### src/rtl/ncr_pkg.sv
package ncr_pkg;

  localparam int unsigned TableDepth = 4096;
  localparam int unsigned AddrW = $clog2(TableDepth);
  localparam int unsigned IdxW = AddrW + 1;
  localparam logic [29:0] PrimeMod = 30'd1000000007;
  localparam logic [29:0] FermatExp = 30'd1000000005;
  localparam int unsigned ExpBits = 30;

  typedef struct packed {
    logic [11:0] n_value;
    logic [11:0] r_value;
  } ncr_in_t;

  typedef struct packed {
    logic [29:0] permutations;
    logic [29:0] combinations;
    logic        invalid;
  } ncr_out_t;

  // Multiplier operand sources.
  typedef enum logic [2:0] {
    SRC_ONE,
    SRC_IDX,
    SRC_TBL,
    SRC_ACC,
    SRC_SQ,
    SRC_RES
  } ncr_src_t;

  // Multiplier result destinations.
  typedef enum logic [2:0] {
    DST_NONE,
    DST_TBL,
    DST_ACC,
    DST_SQ,
    DST_RES
  } ncr_dst_t;

  // Controller to datapath commands.
  typedef struct packed {
    logic          load_req;
    logic          rd_en;
    logic [AddrW-1:0] rd_addr;
    logic          latch_rd;
    logic          mul_start;
    ncr_src_t      src_a;
    ncr_src_t      src_b;
    ncr_dst_t      dst;
    logic          init_pow;
    logic          save_rf;
    logic          fill_adv;
  } ncr_cmd_t;

  // Datapath to controller status.
  typedef struct packed {
    logic             mul_done;
    logic [IdxW-1:0]  fill_idx;
    logic [11:0]      n_q;
    logic [11:0]      r_q;
    logic [29:0]      npr;
    logic [29:0]      ncr;
  } ncr_sts_t;

endpackage

### src/rtl/ncr_ctrl.sv
module ncr_ctrl
  import ncr_pkg::*;
(
  input  logic     clk,
  input  logic     rst_n,
  input  logic     in_valid,
  input  ncr_in_t  in_item,
  output logic     in_ready,
  output ncr_cmd_t cmd,
  input  ncr_sts_t sts,
  output logic     out_valid,
  input  logic     out_ready,
  output ncr_out_t out_item
);

  typedef enum logic [4:0] {
    S_IDLE, S_FILL_RD, S_FILL_LAT, S_FILL_GO, S_FILL_MUL,
    S_RD, S_RD_LAT, S_POW_INIT, S_POW_MGO, S_POW_MUL, S_POW_SGO, S_POW_SQ,
    S_NF_GO, S_NF_MUL, S_PR_GO, S_PR_MUL, S_OUT
  } state_t;

  // Which operand of the formula is in flight.
  typedef enum logic [1:0] {
    P_RF, P_NRF, P_NF
  } phase_t;

  state_t      state_r;
  phase_t      phase_r;
  logic [4:0]  bit_r;
  ncr_out_t    out_r;
  logic        outv_r;
  logic [AddrW-1:0] addr_sel;
  logic [11:0] nmr;

  assign nmr = sts.n_q - sts.r_q;
  assign in_ready = (state_r == S_IDLE) && !outv_r;
  assign out_valid = outv_r;
  assign out_item = out_r;

  always_comb begin
    unique case (phase_r)
      P_RF:    addr_sel = AddrW'(sts.r_q);
      P_NRF:   addr_sel = AddrW'(nmr);
      default: addr_sel = AddrW'(sts.n_q);
    endcase
  end

  // Command decode from state. A multiply is started in a *_GO state and its
  // destination is held in the following wait state until the product lands.
  always_comb begin
    cmd = '0;
    cmd.src_a = SRC_ONE;
    cmd.src_b = SRC_ONE;
    cmd.dst = DST_NONE;
    cmd.load_req = in_valid && in_ready;
    unique case (state_r)
      S_FILL_RD: begin
        cmd.rd_en = 1'b1;
        cmd.rd_addr = AddrW'(sts.fill_idx - IdxW'(1));
      end
      S_FILL_LAT: begin
        cmd.rd_addr = AddrW'(sts.fill_idx - IdxW'(1));
        cmd.latch_rd = 1'b1;
      end
      S_FILL_GO: begin
        cmd.mul_start = 1'b1;
        cmd.src_a = SRC_IDX;
        cmd.src_b = SRC_TBL;
      end
      S_FILL_MUL: begin
        cmd.dst = DST_TBL;
        cmd.fill_adv = sts.mul_done;
      end
      S_RD: begin
        cmd.rd_en = 1'b1;
        cmd.rd_addr = addr_sel;
      end
      S_RD_LAT: begin
        cmd.rd_addr = addr_sel;
        cmd.latch_rd = 1'b1;
      end
      S_POW_INIT: begin
        cmd.init_pow = 1'b1;
        cmd.save_rf = (phase_r == P_RF);
      end
      S_POW_MGO: begin
        cmd.mul_start = FermatExp[bit_r];
        cmd.src_a = SRC_ACC;
        cmd.src_b = SRC_SQ;
      end
      S_POW_MUL: cmd.dst = DST_ACC;
      S_POW_SGO: begin
        cmd.mul_start = 1'b1;
        cmd.src_a = SRC_SQ;
        cmd.src_b = SRC_SQ;
      end
      S_POW_SQ: cmd.dst = DST_SQ;
      S_NF_GO: begin
        cmd.mul_start = 1'b1;
        cmd.src_a = SRC_ACC;
        cmd.src_b = SRC_TBL;
      end
      S_NF_MUL: cmd.dst = DST_ACC;
      S_PR_GO: begin
        cmd.mul_start = 1'b1;
        cmd.src_a = SRC_ACC;
        cmd.src_b = SRC_RES;
      end
      S_PR_MUL: cmd.dst = DST_RES;
      default: ;
    endcase
  end

  // Sequencing: reject r above n or n past the table; otherwise fill the table up
  // to n, invert r! and (n-r)!, then multiply by n! for nCr and by r! for nPr.
  always_ff @(posedge clk) begin
    if (!rst_n) begin
      state_r <= S_IDLE;
      phase_r <= P_RF;
      outv_r <= 1'b0;
      bit_r <= '0;
    end else begin
      unique case (state_r)
        S_IDLE: begin
          if (outv_r) begin
            if (out_ready) outv_r <= 1'b0;
          end else if (in_valid) begin
            if (in_item.r_value > in_item.n_value ||
                32'(in_item.n_value) >= TableDepth) begin
              out_r <= '{permutations: '0, combinations: '0, invalid: 1'b1};
              outv_r <= 1'b1;
            end else begin
              state_r <= S_FILL_RD;
            end
          end
        end
        S_FILL_RD: begin
          if (sts.fill_idx > IdxW'(sts.n_q)) begin
            phase_r <= P_RF;
            state_r <= S_RD;
          end else begin
            state_r <= S_FILL_LAT;
          end
        end
        S_FILL_LAT:  state_r <= S_FILL_GO;
        S_FILL_GO:   state_r <= S_FILL_MUL;
        S_FILL_MUL:  if (sts.mul_done) state_r <= S_FILL_RD;
        S_RD:        state_r <= S_RD_LAT;
        S_RD_LAT:    state_r <= (phase_r == P_NF) ? S_NF_GO : S_POW_INIT;
        S_POW_INIT: begin
          bit_r <= '0;
          state_r <= S_POW_MGO;
        end
        S_POW_MGO: begin
          // A clear exponent bit skips the multiply and goes straight to the square.
          state_r <= FermatExp[bit_r] ? S_POW_MUL : S_POW_SGO;
        end
        S_POW_MUL:   if (sts.mul_done) state_r <= S_POW_SGO;
        S_POW_SGO:   state_r <= S_POW_SQ;
        S_POW_SQ: begin
          if (sts.mul_done) begin
            if (bit_r == 5'(ExpBits - 1)) begin
              phase_r <= (phase_r == P_RF) ? P_NRF : P_NF;
              state_r <= S_RD;
            end else begin
              bit_r <= bit_r + 5'd1;
              state_r <= S_POW_MGO;
            end
          end
        end
        S_NF_GO:     state_r <= S_NF_MUL;
        S_NF_MUL:    if (sts.mul_done) state_r <= S_PR_GO;
        S_PR_GO:     state_r <= S_PR_MUL;
        S_PR_MUL:    if (sts.mul_done) state_r <= S_OUT;
        S_OUT: begin
          out_r <= '{permutations: sts.npr, combinations: sts.ncr, invalid: 1'b0};
          state_r <= S_IDLE;
          outv_r <= 1'b1;
        end
        default: state_r <= S_IDLE;
      endcase
    end
  end

endmodule

### config.mk
export PLATFORM = sky130hd
export DESIGN_NAME = ncr_ctrl
export DESIGN_NICKNAME = d
export VERILOG_FILES = /design/src/rtl/ncr_pkg.sv /design/src/rtl/ncr_ctrl.sv
export SDC_FILE = /design/constraint.sdc
export NUM_CORES = 1
export LEC_CHECK = 0
export BUFFER_PORTS_ARGS = -buffer_cell sky130_fd_sc_hd__buf_2
export CAP_MARGIN = 25
export CORE_AREA = 5 5 92 157
export DETAILED_ROUTE_END_ITERATION = 8
export DIE_AREA = 0 0 97 162
export PLACE_DENSITY_LB_ADDON = 0.1
export SYNTH_ARGS = -nofsm -noshare
export SYNTH_HDL_FRONTEND = slang
export SYNTH_SLANG_ARGS = --single-unit
### constraint.sdc
create_clock -name clk -period 7.62 [get_ports clk]
set_clock_uncertainty 0.05 [all_clocks]
set_input_delay 1.905 -clock clk [delete_from_list [all_inputs] [get_ports clk]]
set_output_delay 1.905 -clock clk [all_outputs]
set_load 0.05 [all_outputs]
==> results of run 1 <==
-- layer usage --
metal	part of all wire, %	up-vias
met3	7.4	41
met1	35	2170
met5	0	-
met2	54	205
li1	-	2349
met4	3.9	0
-- layout by cell type, fill, tap and decap left out, types with 4 or more instances in the layout --
cell type,instances
sky130_fd_sc_hd__a21o_1,8
sky130_fd_sc_hd__o21ai_0,25
sky130_fd_sc_hd__o211ai_1,4
sky130_fd_sc_hd__mux2i_1,6
sky130_fd_sc_hd__a21oi_1,30
sky130_fd_sc_hd__nand3_1,10
sky130_fd_sc_hd__inv_1,44
sky130_fd_sc_hd__dfxtp_1,14
sky130_fd_sc_hd__edfxtp_1,61
sky130_fd_sc_hd__xor2_1,6
sky130_fd_sc_hd__nor2_1,46
sky130_fd_sc_hd__nand2b_1,12
sky130_fd_sc_hd__nand2_1,38
sky130_fd_sc_hd__a211o_1,6
sky130_fd_sc_hd__nor2b_1,9
sky130_fd_sc_hd__clkbuf_16,9
sky130_fd_sc_hd__and3_1,6
sky130_fd_sc_hd__o22ai_1,5
sky130_fd_sc_hd__o31ai_1,4
sky130_fd_sc_hd__nor3_1,17
sky130_fd_sc_hd__nor4_1,4
sky130_fd_sc_hd__ha_1,39
sky130_fd_sc_hd__xnor2_1,10
sky130_fd_sc_hd__buf_2,216
sky130_fd_sc_hd__and2_1,61
-- critical path: stages --
cell	delay, ns
sky130_fd_sc_hd__buf_2	0.11
sky130_fd_sc_hd__inv_1	0.04
sky130_fd_sc_hd__ha_1	0.21
sky130_fd_sc_hd__fa_1	0.39
sky130_fd_sc_hd__nor2b_1	0.17
sky130_fd_sc_hd__o21ai_0	0.12
sky130_fd_sc_hd__a21boi_0	0.28
sky130_fd_sc_hd__o21a_1	0.25
sky130_fd_sc_hd__o21ai_0	0.15
sky130_fd_sc_hd__mux2i_1	0.14
sky130_fd_sc_hd__a211o_1	0.26
sky130_fd_sc_hd__buf_2	0.21
-- final cells by class --
| type | instances | share of cell area [%] |
|---|---|---|
| Multi-Input combinational cell | 400 | 40.8 |
| Sequential cell | 75 | 32.0 |
| Timing Repair Buffer | 219 | 16.7 |
| Clock buffer | 9 | 3.42 |
| Tap cell | 171 | 3.25 |
| Inverter | 46 | 2.62 |
| Clock inverter | 7 | 1.16 |
-- synth_stat cells, types with 3 or more instances --
| master | instances | share of area [%] |
|---|---|---|
| sky130_fd_sc_hd__ha_1 | 39 | 9.6 |
| sky130_fd_sc_hd__a21oi_1 | 31 | 3.1 |
| sky130_fd_sc_hd__xor2_1 | 6 | 1.0 |
| sky130_fd_sc_hd__nor2_1 | 46 | 3.4 |
| sky130_fd_sc_hd__clkbuf_1 | 18 | 1.3 |
| sky130_fd_sc_hd__nand2b_1 | 12 | 1.5 |
| sky130_fd_sc_hd__and2_1 | 61 | 7.5 |
| sky130_fd_sc_hd__inv_1 | 44 | 3.3 |
| sky130_fd_sc_hd__xnor2_1 | 10 | 1.7 |
| sky130_fd_sc_hd__nor2b_1 | 9 | 1.1 |
| sky130_fd_sc_hd__a211oi_1 | 3 | 0.44 |
| sky130_fd_sc_hd__mux2i_1 | 6 | 1.2 |
| sky130_fd_sc_hd__and3_1 | 6 | 0.74 |
| sky130_fd_sc_hd__nor4_1 | 4 | 0.49 |
| sky130_fd_sc_hd__o211ai_1 | 4 | 0.59 |
| sky130_fd_sc_hd__or3_1 | 3 | 0.37 |
| sky130_fd_sc_hd__and4_1 | 3 | 0.52 |
| sky130_fd_sc_hd__o21ai_0 | 25 | 2.5 |
| sky130_fd_sc_hd__o22ai_1 | 5 | 0.62 |
| sky130_fd_sc_hd__dfxtp_1 | 14 | 5.5 |
| sky130_fd_sc_hd__a211o_1 | 6 | 1.0 |
| sky130_fd_sc_hd__edfxtp_1 | 61 | 36 |
| sky130_fd_sc_hd__nor3_1 | 17 | 1.7 |
| sky130_fd_sc_hd__nand3_1 | 10 | 0.99 |
| sky130_fd_sc_hd__nand4_1 | 3 | 0.37 |
| sky130_fd_sc_hd__a21o_1 | 8 | 1.2 |
| sky130_fd_sc_hd__nand2_1 | 38 | 2.8 |
| sky130_fd_sc_hd__o31ai_1 | 4 | 0.59 |
-- where the power goes --
group	switching, mW	total, mW	internal (mW)
Sequential	0.0325	0.502	0.469
Clock	0.170	0.426	0.256
Combinational	0.469	0.652	0.183
Total	0.671	1.58	0.908
-- cell families after synthesis --
| group | share of synthesized area [%] |
|---|---|
| AND/OR/NAND/NOR | 23.6 |
| buffers and inverters | 5.44 |
| AO/OA/AOI/OAI | 14.4 |
| multiplexers | 2.08 |
| XOR/XNOR | 2.77 |
| adder cells (fa/ha/maj) | 10.0 |
| flip-flops | 41.7 |
-- state kept, by name, indices dropped and copies added (netlist names), named ones only --
| register | cells |
|---|---|
| out_item | 61 |
| bit_r | 5 |
| state_r | 5 |
| phase_r | 2 |
| out_valid | 1 |
-- worst paths after layout --
| check | from | end | cells past startpoint |
|---|---|---|---|
| hold reg to reg | bit_r[4] | bit_r[4] | 2 |
| setup / recovery | sts[72] | cmd[24] | 12 |
| hold / removal | bit_r[4] | bit_r[4] | 2 |
| setup reg to reg | state_r[1] | flip-flop | 9 |
==> impl_results.rst, run 1 <==
.. list-table::
   :header-rows: 1

   * - Metric
     - Value
   * - Number of rows created at floorplan
     - 55
   * - Met2 track utilization from global routing
     - 36.4%
   * - Register area
     - around 2100 um2
   * - Total instance count after detailed placement
     - 911
   * - Post-route setup TNS
     - 0 ns
   * - Post-synthesis instance area
     - between 5000 and 6000 um2
   * - Overall routed net length
     - 15.0 mm
   * - Syn Nets
     - 710
   * - Power density cells
     - 240 nW/um2
   * - Grt met3 use
     - 4.90%
   * - Post-synthesis cell count
     - 544
   * - GRT Max-Usage Layer
     - met2
   * - Type of element capturing the critical path
     - primary output
   * - Syn avg cell area
     - 9.31 um2
   * - Post-synthesis sequential element count
     - 75
   * - HPWL Detailed
     - 12.2 mm
   * - Number of buffers inserted by port buffering
     - between 200 and 250
   * - Final-layout worst hold slack
     - 0.511 ns
   * - Area overhead of the layout relative to synthesis
     - 30.2%
   * - First-pass GRT wire length
     - 23.9 mm
   * - Worst EP required
     - 5.66 ns
   * - Startpoint types
     - input port
   * - Count of filler cells inserted in the layout
     - 1235
   * - Multi-input logic area
     - between 2000 and 3000 um2
   * - Total power
     - 1.58 mW
   * - Buffers from clock root to sink, at most
     - 2
   * - HP Class
     - flip-flop to flip-flop
   * - Data arrival time of the critical path
     - 4.23 ns
   * - Layout cell share with drive strength beyond 1
     - 32.5%
   * - Clock transition at the registers of the reported paths
     - roughly 0.06 ns
   * - Setup repair after global routing missed its margin
     - no
   * - Number of cells upsized or downsized after cts
     - 0
   * - Post-synth EDFFs
     - 61
   * - Violation count after the first detailed-routing iteration
     - 194
   * - Number of ports placed on the die boundary
     - 217
   * - RD Place Congestion
     - 0.905
   * - Measured slew at the worst slew-check pin
     - 0.751 ns
   * - Part of the Yosys area used for sequential elements
     - 41.7%
   * - Final Core Density
     - 50.7%
   * - Final number of setup-violating endpoints
     - 0
   * - Met1 capacity usage during global routing
     - 18.2%
   * - Detail-routed via count per cell
     - 5.14
   * - Initial antenna violation count
     - 0
   * - Register-to-register setup slack
     - ~4.5 ns
   * - Final critical path time including I/O delays and setup
     - between 6 and 7 ns
   * - Die outline area
     - 15700 um2
   * - Clock latency on the worst-skew pair
     - approximately 0.33 ns
   * - Minimum setup slack after placement
     - 1.41 ns
   * - Post-route insts no fill
     - 927
   * - Residual DRC
     - 0
   * - Total count of max-transition violations in the final report
     - 0
   * - Buffers inserted by post-CTS timing repair
     - 0
   * - Via count
     - around 4.8k
   * - Count of hold-fix buffers inserted at cts
     - 0
   * - Antenna-violating nets left
     - 0
   * - Final instance area
     - around 6600 um2
   * - Core region area
     - 13000 um2
   * - H-tree depth
     - 3
   * - CTS Root Buffer Type
     - sky130_fd_sc_hd__clkbuf_16
   * - Routed WL per cell
     - 16.2 um
   * - Vias in the first global route
     - between 4k and 5k
   * - Number of hold violations in the final report
     - 0
   * - Max Cap Violations
     - 0
   * - Residual overflow from global routing
     - 0
   * - Status
     - finished clean
   * - Kind of critical path
     - input port to primary output
   * - Post-synth ARST share
     - 0%
   * - Worst rel slew slack
     - around half
   * - Cell variety after synth
     - 63
   * - Syn. warnings
     - 0
   * - Number of iterations in the first detailed-routing pass
     - 4
   * - Horiz. Die Dim
     - 97 um
   * - Nets
     - 917
   * - Crit share post-route
     - 81.2%
   * - Antenna fix cells
     - 0
   * - Max Fanout on Critical Path
     - 4
   * - TritonCTS clock tree
     - yes
   * - Static Leakage
     - 3.10 nW
   * - PnR worst setup slack
     - 1.43 ns
   * - Maximum number of pins on one net before global-route repair
     - 63
   * - Die height
     - 162 um
   * - Tot GR Track Use
     - 18.8%
   * - Placed Instance Area
     - 6290 um2
   * - Sink Count
     - 75
   * - Highest clock rate
     - 162 MHz
   * - Worst-case vdd ir drop
     - 0.145 mV
   * - Dominant register cell in the synthesized netlist
     - sky130_fd_sc_hd__edfxtp_1
   * - Num CTS Buffers
     - 9
   * - Starting density of the core
     - between 30% and 40%
(Power assumes the default switching activity.)
==> run 2, diff against run 1 <==
==> constraint.sdc (replaced) <==
create_clock -name clk -period 5.71 [get_ports clk]
set_clock_uncertainty 0.05 [all_clocks]
set_input_delay 1.4275 -clock clk [delete_from_list [all_inputs] [get_ports clk]]
set_output_delay 1.4275 -clock clk [all_outputs]
set_load 0.05 [all_outputs]
==> impl_results.rst, run 2 (synthesized netlist as in run 1, its figures left out) <==
.. list-table::
   :header-rows: 1

   * - Metric
     - Value
   * - Clock latency on the worst-skew pair
     - 0.32 ns (about the same)
   * - Setup repair after global routing missed its margin
     - no
   * - Count of filler cells inserted in the layout
     - 1231 (-0.32%)
   * - Measured slew at the worst slew-check pin
     - 0.732 ns (-0.0189 ns)
   * - Final-layout worst hold slack
     - 0.514 ns (+0.00327 ns)
   * - Buffers from clock root to sink, at most
     - 2 (unchanged)
   * - Horiz. Die Dim
     - 97 um (unchanged)
   * - Number of hold violations in the final report
     - 0 (unchanged)
   * - Core region area
     - 13000 um2 (unchanged)
   * - Overall routed net length
     - 14.9 mm (-0.86%)
   * - Antenna-violating nets left
     - 0 (unchanged)
   * - Number of rows created at floorplan
     - 55 (unchanged)
   * - Clock transition at the registers of the reported paths
     - 0.06 ns (about the same)
   * - Multi-input logic area
     - 2690 um2 (unchanged)
   * - Register area
     - 2110 um2 (unchanged)
   * - Total instance count after detailed placement
     - 912 (+0.11%)
   * - Data arrival time of the critical path
     - 3.78 ns (-0.45 ns)
   * - Die outline area
     - 15700 um2 (unchanged)
   * - Static Leakage
     - 3.09 nW (-0.41%)
   * - CTS Root Buffer Type
     - sky130_fd_sc_hd__clkbuf_16
   * - Vias in the first global route
     - 4863 (+0.16%)
   * - Kind of critical path
     - input port to primary output
   * - Count of hold-fix buffers inserted at cts
     - 0 (unchanged)
   * - Worst rel slew slack
     - 50.0% (about the same)
   * - Maximum number of pins on one net before global-route repair
     - 63 (unchanged)
   * - Area overhead of the layout relative to synthesis
     - 29.5%
   * - HP Class
     - flip-flop to flip-flop
   * - Residual DRC
     - 0 (unchanged)
   * - Num CTS Buffers
     - 9 (unchanged)
   * - Tot GR Track Use
     - 18.6% (-0.24 points)
   * - Series of cell instances along the critical path
     - buf_2 -> inv_1 -> ha_1 -> fa_1 -> nor2b_1 -> o21ai_0 -> a21boi_0 -> o21a_1 -> o21ai_0 -> mux2i_1 -> a211o_1 -> buf_2
   * - Slowest cell on the critical path
     - sky130_fd_sc_hd__fa_1
   * - Total count of max-transition violations in the final report
     - 0 (unchanged)
   * - Max Cap Violations
     - 0 (unchanged)
   * - TritonCTS clock tree
     - yes
   * - Layout cell share with drive strength beyond 1
     - 32.4% (-0.13 points)
   * - Max Fanout on Critical Path
     - 4 (unchanged)
   * - Post-route insts no fill
     - 927 (unchanged)
   * - Number of cells upsized or downsized after cts
     - 0 (unchanged)
   * - Post-route setup TNS
     - 0 ns (unchanged)
   * - Final critical path time including I/O delays and setup
     - 5.26 ns
   * - Most used cells in the layout excluding fill and tap cells
     - sky130_fd_sc_hd__buf_2 (216), sky130_fd_sc_hd__and2_1 (61), sky130_fd_sc_hd__edfxtp_1 (61)
   * - Status
     - finished clean
   * - Nets
     - 918 (+0.11%)
   * - Buffers inserted by post-CTS timing repair
     - 0 (unchanged)
   * - Sink Count
     - 75 (unchanged)
   * - HPWL Detailed
     - 12.0 mm (-1.0%)
   * - Initial antenna violation count
     - 0 (unchanged)
   * - Residual overflow from global routing
     - 0 (unchanged)
   * - Worst EP required
     - 4.23 ns (-1.43 ns)
   * - Type of element capturing the critical path
     - primary output
   * - Number of iterations in the first detailed-routing pass
     - 4 (unchanged)
   * - Max FFs per register
     - 61 (unchanged)
   * - Die height
     - 162 um (unchanged)
   * - Highest clock rate
     - between 150 and 200 MHz
   * - Starting density of the core
     - 38.9% (unchanged)
   * - Longest individual stage delay on the worst path
     - 0.40 ns (about the same)
   * - Crit share post-route
     - 92.0%
   * - H-tree depth
     - 3 (unchanged)
   * - Critical path's top delay family
     - compound AO/OA/AOI/OAI gates
   * - Number of buffers inserted by port buffering
     - 216 (unchanged)
   * - Most common cell after layout, fill and taps aside
     - sky130_fd_sc_hd__buf_2
   * - Startpoint types
     - input port
   * - Routed WL per cell
     - 16.1 um (-0.86%)
   * - Via count
     - 4746 (-0.40%)
   * - RD Place Congestion
     - 0.930 (+2.7%)
   * - Critical path buffer and inverter count
     - 3 (unchanged)
   * - Detail-routed via count per cell
     - 5.12 (-0.40%)
   * - Number of ports placed on the die boundary
     - 217 (unchanged)
   * - Final Core Density
     - 50.4% (-0.27 points)
   * - Worst-case vdd ir drop
     - 0.245 mV (+69%)
   * - Antenna fix cells
     - 0 (unchanged)
   * - Final number of setup-violating endpoints
     - 0 (unchanged)
   * - First-pass GRT wire length
     - 23.9 mm (about the same)
   * - Power density cells
     - 310 nW/um2 (+29%)
   * - Violation count after the first detailed-routing iteration
     - 160 (-18%)
==> run 2: final cells by class <==
cell class,count,area share [%]
Inverter,46,2.63
Tap cell,171,3.26
Multi-Input combinational cell,400,41.0
Clock inverter,6,0.515
Clock buffer,9,3.44
Timing Repair Buffer,220,16.9
Sequential cell,75,32.2
==> run 2: final timing paths <==
kind | cells after the start | startpoint | end | slack, ns
setup reg to reg | 9 | state_r[1] | flip-flop | 2.67
setup / recovery | 12 | sts[72] | cmd[24] | 0.45
hold reg to reg | 2 | bit_r[4] | bit_r[4] | 0.51
hold / removal | 2 | bit_r[4] | bit_r[4] | 0.51
==> run 2: per-layer routing <==
layer  up-vias  part of all wire (%)  track usage (%)
li1       2345                     -                -
met1      2192                    37             19.5
met2       176                    53             35.3
met3        33                   6.2             3.78
met4         0                   3.7             8.50
met5         -                     0                0
==> run 2: tightest hold or removal path: cells and delay by family, from the launching register on <==
kind,cells,cell delay (ns)
xor+xnor,1,0.12
simple gates,1,0.05
flops,1,0.34
==> run 2: where the power goes <==
group / switching (mW) / internal, mW
clock network: 0.204 / 0.287
logic: 0.625 / 0.245
registers: 0.0464 / 0.626
==> run 2: stage by stage <==
stage	total power, mW	cell area (um2)	worst slack (ns)
2_1_floorplan	1.32	5070	0.232
3_3_place_gp	1.55	6300	0.482
3_5_place_dp	1.56	6300	0.450
4_1_cts	2.05	6560	0.439
5_1_grt	2.14	6560	0.322
6_report	2.03	6560	0.455
==> run 3, diff against run 2 <==
--- a/config.mk
+++ b/config.mk
@@ -7,9 +7,9 @@
 export LEC_CHECK = 0
 export BUFFER_PORTS_ARGS = -buffer_cell sky130_fd_sc_hd__buf_2
 export CAP_MARGIN = 25
-export CORE_AREA = 5 5 92 157
+export CORE_AREA = 5 5 83 143
 export DETAILED_ROUTE_END_ITERATION = 8
-export DIE_AREA = 0 0 97 162
+export DIE_AREA = 0 0 88 148
 export PLACE_DENSITY_LB_ADDON = 0.1
 export SYNTH_ARGS = -nofsm -noshare
 export SYNTH_HDL_FRONTEND = slang
==> impl_results.rst, run 3 (synthesized netlist as in run 1, its figures left out) <==
.. list-table::
   :header-rows: 1

   * - Metric
     - Value
   * - Beginning of the worst hold path
     - bit_r[4]
   * - TritonCTS clock tree
     - yes
   * - Buffers inserted by post-CTS timing repair
     - 0 (unchanged)
   * - Number of iterations in the first detailed-routing pass
     - 4 (unchanged)
   * - Nets
     - 917 (-0.11%)
   * - Startpoint types
     - input port
   * - Power density cells
     - 318 nW/um2 (+2.6%)
   * - Number of cells traversed by the worst register-to-register path
     - 9 (unchanged)
   * - Clock Power Share
     - 26.2% (+2.1 points)
   * - Core region area
     - 10600 um2 (-19%)
   * - Series of cell instances along the critical path
     - buf_2 -> inv_1 -> ha_1 -> fa_1 -> nor2b_1 -> o21ai_0 -> a21boi_0 -> o21a_1 -> o21ai_0 -> mux2i_1 -> a211o_1 -> buf_2
   * - Total instance count after detailed placement
     - 870 (-4.6%)
   * - Max FFs per register
     - 61 (unchanged)
   * - Total count of max-transition violations in the final report
     - 0 (unchanged)
   * - Number of hold violations in the final report
     - 0 (unchanged)
   * - RD Place Congestion
     - 0.922 (-0.83%)
   * - Overall routed net length
     - 14.4 mm (-3.8%)
   * - Status
     - finished clean
   * - Slowest cell on the critical path
     - sky130_fd_sc_hd__fa_1
   * - Count of hold-fix buffers inserted at cts
     - 0 (unchanged)
   * - Static Leakage
     - 3.10 nW (+0.25%)
   * - Combinational Power Share
     - 41.6% (-1.2 points)
   * - Residual overflow from global routing
     - 0 (unchanged)
   * - Die outline area
     - 13000 um2 (-17%)
   * - Highest clock rate
     - 192 MHz (+1.0%)
   * - H-tree depth
     - 3 (unchanged)
   * - Post-route insts no fill
     - 887 (-4.3%)
   * - Die height
     - 148 um (-8.6%)
   * - Worst-case vdd ir drop
     - 0.290 mV (+18%)
   * - Vias in the first global route
     - 4777 (-1.8%)
   * - Crit share post-route
     - 91.1% (-0.93 points)
   * - Critical path's top delay family
     - compound AO/OA/AOI/OAI gates
   * - Starting density of the core
     - 47.9% (+9.0 points)
   * - Register-to-register setup slack
     - 2.57 ns (-0.10 ns)
   * - Max Fanout on Critical Path
     - 4 (unchanged)
   * - Number of ports placed on the die boundary
     - 217 (unchanged)
   * - Layout cell share with drive strength beyond 1
     - 32.5% (+0.13 points)
   * - Max Cap Violations
     - 0 (unchanged)
   * - Final instance area
     - 6530 um2 (-0.34%)
   * - Type of element capturing the critical path
     - primary output
   * - HP Class
     - flip-flop to flip-flop
   * - First-pass GRT wire length
     - 22.3 mm (-6.6%)
   * - Sink Count
     - 75 (unchanged)
   * - Worst EP required
     - 4.23 ns (about the same)
   * - Routed WL per cell
     - 16.2 um (+0.57%)
   * - Antenna-violating nets left
     - 0 (unchanged)
   * - Area overhead of the layout relative to synthesis
     - 29.0%
   * - Sequential cell fraction of total power
     - 32.2% (-0.9 points)
   * - Reg-to-Reg Start
     - state_r[1]
   * - Worst rel slew slack
     - 50.2% (+0.24 points)
   * - Placed Instance Area
     - 6240 um2 (-0.93%)
   * - Most common cell after layout, fill and taps aside
     - sky130_fd_sc_hd__buf_2
   * - HPWL Detailed
     - 11.5 mm (-4.7%)
   * - Endpoint with the worst hold slack
     - bit_r[4]
   * - Final number of setup-violating endpoints
     - 0 (unchanged)
   * - Number of cells upsized or downsized after cts
     - 0 (unchanged)
   * - Sw power
     - 872 uW (-0.28%)
   * - Kind of critical path
     - input port to primary output
   * - Horiz. Die Dim
     - 88 um (-9.3%)
   * - Longest individual stage delay on the worst path
     - 0.40 ns (about the same)
   * - Num CTS Buffers
     - 9 (unchanged)
   * - Detail-routed via count per cell
     - 5.32 (+4.0%)
   * - Residual DRC
     - 0 (unchanged)
   * - Buffers from clock root to sink, at most
     - 2 (unchanged)
   * - Via count
     - 4723 (-0.48%)
   * - Net switching fraction of the power
     - 41.9% (-1.1 points)
   * - Design internal power
     - 1.21 mW (+4.2%)
   * - Data arrival time of the critical path
     - 3.72 ns (-0.06 ns)
   * - Tot GR Track Use
     - 21.7% (+3.1 points)
   * - Clock transition at the registers of the reported paths
     - 0.06 ns (about the same)
   * - Most used cells in the layout excluding fill and tap cells
     - sky130_fd_sc_hd__buf_2 (216), sky130_fd_sc_hd__and2_1 (61), sky130_fd_sc_hd__edfxtp_1 (61)
   * - Number of rows created at floorplan
     - 50 (-9.1%)
   * - CTS Root Buffer Type
     - sky130_fd_sc_hd__clkbuf_16
   * - Final-layout worst hold slack
     - 0.543 ns (+0.0287 ns)
   * - Worst Hold Path Cells
     - 2 (unchanged)
   * - Critical path buffer and inverter count
     - 3 (unchanged)
   * - Measured slew at the worst slew-check pin
     - 0.747 ns (+0.0153 ns)
   * - Initial antenna violation count
     - 2 (+2)
   * - Clock latency on the worst-skew pair
     - 0.32 ns (about the same)
   * - Number of buffers inserted by port buffering
     - 216 (unchanged)
   * - Maximum number of pins on one net before global-route repair
     - 63 (unchanged)
   * - Total power
     - 2.08 mW (+2.3%)
   * - Post-route setup TNS
     - 0 ns (unchanged)
   * - Setup repair after global routing missed its margin
     - no
   * - Violation count after the first detailed-routing iteration
     - 158 (-1.3%)
   * - Final critical path time including I/O delays and setup
     - 5.20 ns (-0.0529 ns)
run 3: worst max-delay path by stage:
stage              end  startpoint  slack (ns)  cells past startpoint
2_1_floorplan  cmd[20]     sts[72]        0.23                     10
3_3_place_gp   cmd[24]     sts[72]        0.58                     12
3_5_place_dp   cmd[24]     sts[72]        0.51                     12
4_1_cts        cmd[24]     sts[72]        0.49                     12
5_1_grt        cmd[24]     sts[72]        0.31                     12
6_report       cmd[24]     sts[72]        0.51                     12
run 3: power by group through the flow:
stage	clock [mW]	combinational (mW)	sequential (mW)
after global placement	0	0.859	0.678
after detailed placement	0	0.868	0.680
after global routing	0.583	0.929	0.677
after CTS	0.553	0.872	0.669
after floorplan	0	0.592	0.732
final	0.544	0.864	0.670
run 3: final cells by class:
cell class	instances	area [um2]
Tap cell	130	163
Multi-Input combinational cell	400	2690
Inverter	46	173
Antenna cell	1	2.50
Sequential cell	75	2110
Clock inverter	7	67.6
Timing Repair Buffer	219	1100
Clock buffer	9	225
Fill cell	960	4040
run 3: routing by layer:
layer | routed length, um | share of wire (%) | vias to the layer above | GRT usage [%]
met5 | 7 | 0.049 | - | 0
met4 | 390 | 2.7 | 2 | 8.76
met3 | 1100 | 7.7 | 25 | 3.68
met2 | 7680 | 54 | 182 | 40.7
met1 | 5180 | 36 | 2167 | 23.1
li1 | - | - | 2347 | -
run 3: worst register-to-register path, stage by stage (launching register included):
cell and delay [ns]:
sky130_fd_sc_hd__dfxtp_1 0.70, sky130_fd_sc_hd__or3b_4 0.49, sky130_fd_sc_hd__or2_4 0.28, sky130_fd_sc_hd__o21a_4 0.23, sky130_fd_sc_hd__a22oi_1 0.30, sky130_fd_sc_hd__nor2_1 0.09, sky130_fd_sc_hd__ha_1 0.28, sky130_fd_sc_hd__nand2_1 0.06
sky130_fd_sc_hd__o21ai_1 0.06, sky130_fd_sc_hd__mux4_2 0.48
run 3: through the flow:
step,setup WS [ns],utilization (%)
after floorplan,0.232,-
after global placement,0.575,59.0
after detailed placement,0.507,59.0
after CTS,0.493,61.8
after global routing,0.307,61.8
final,0.508,61.8
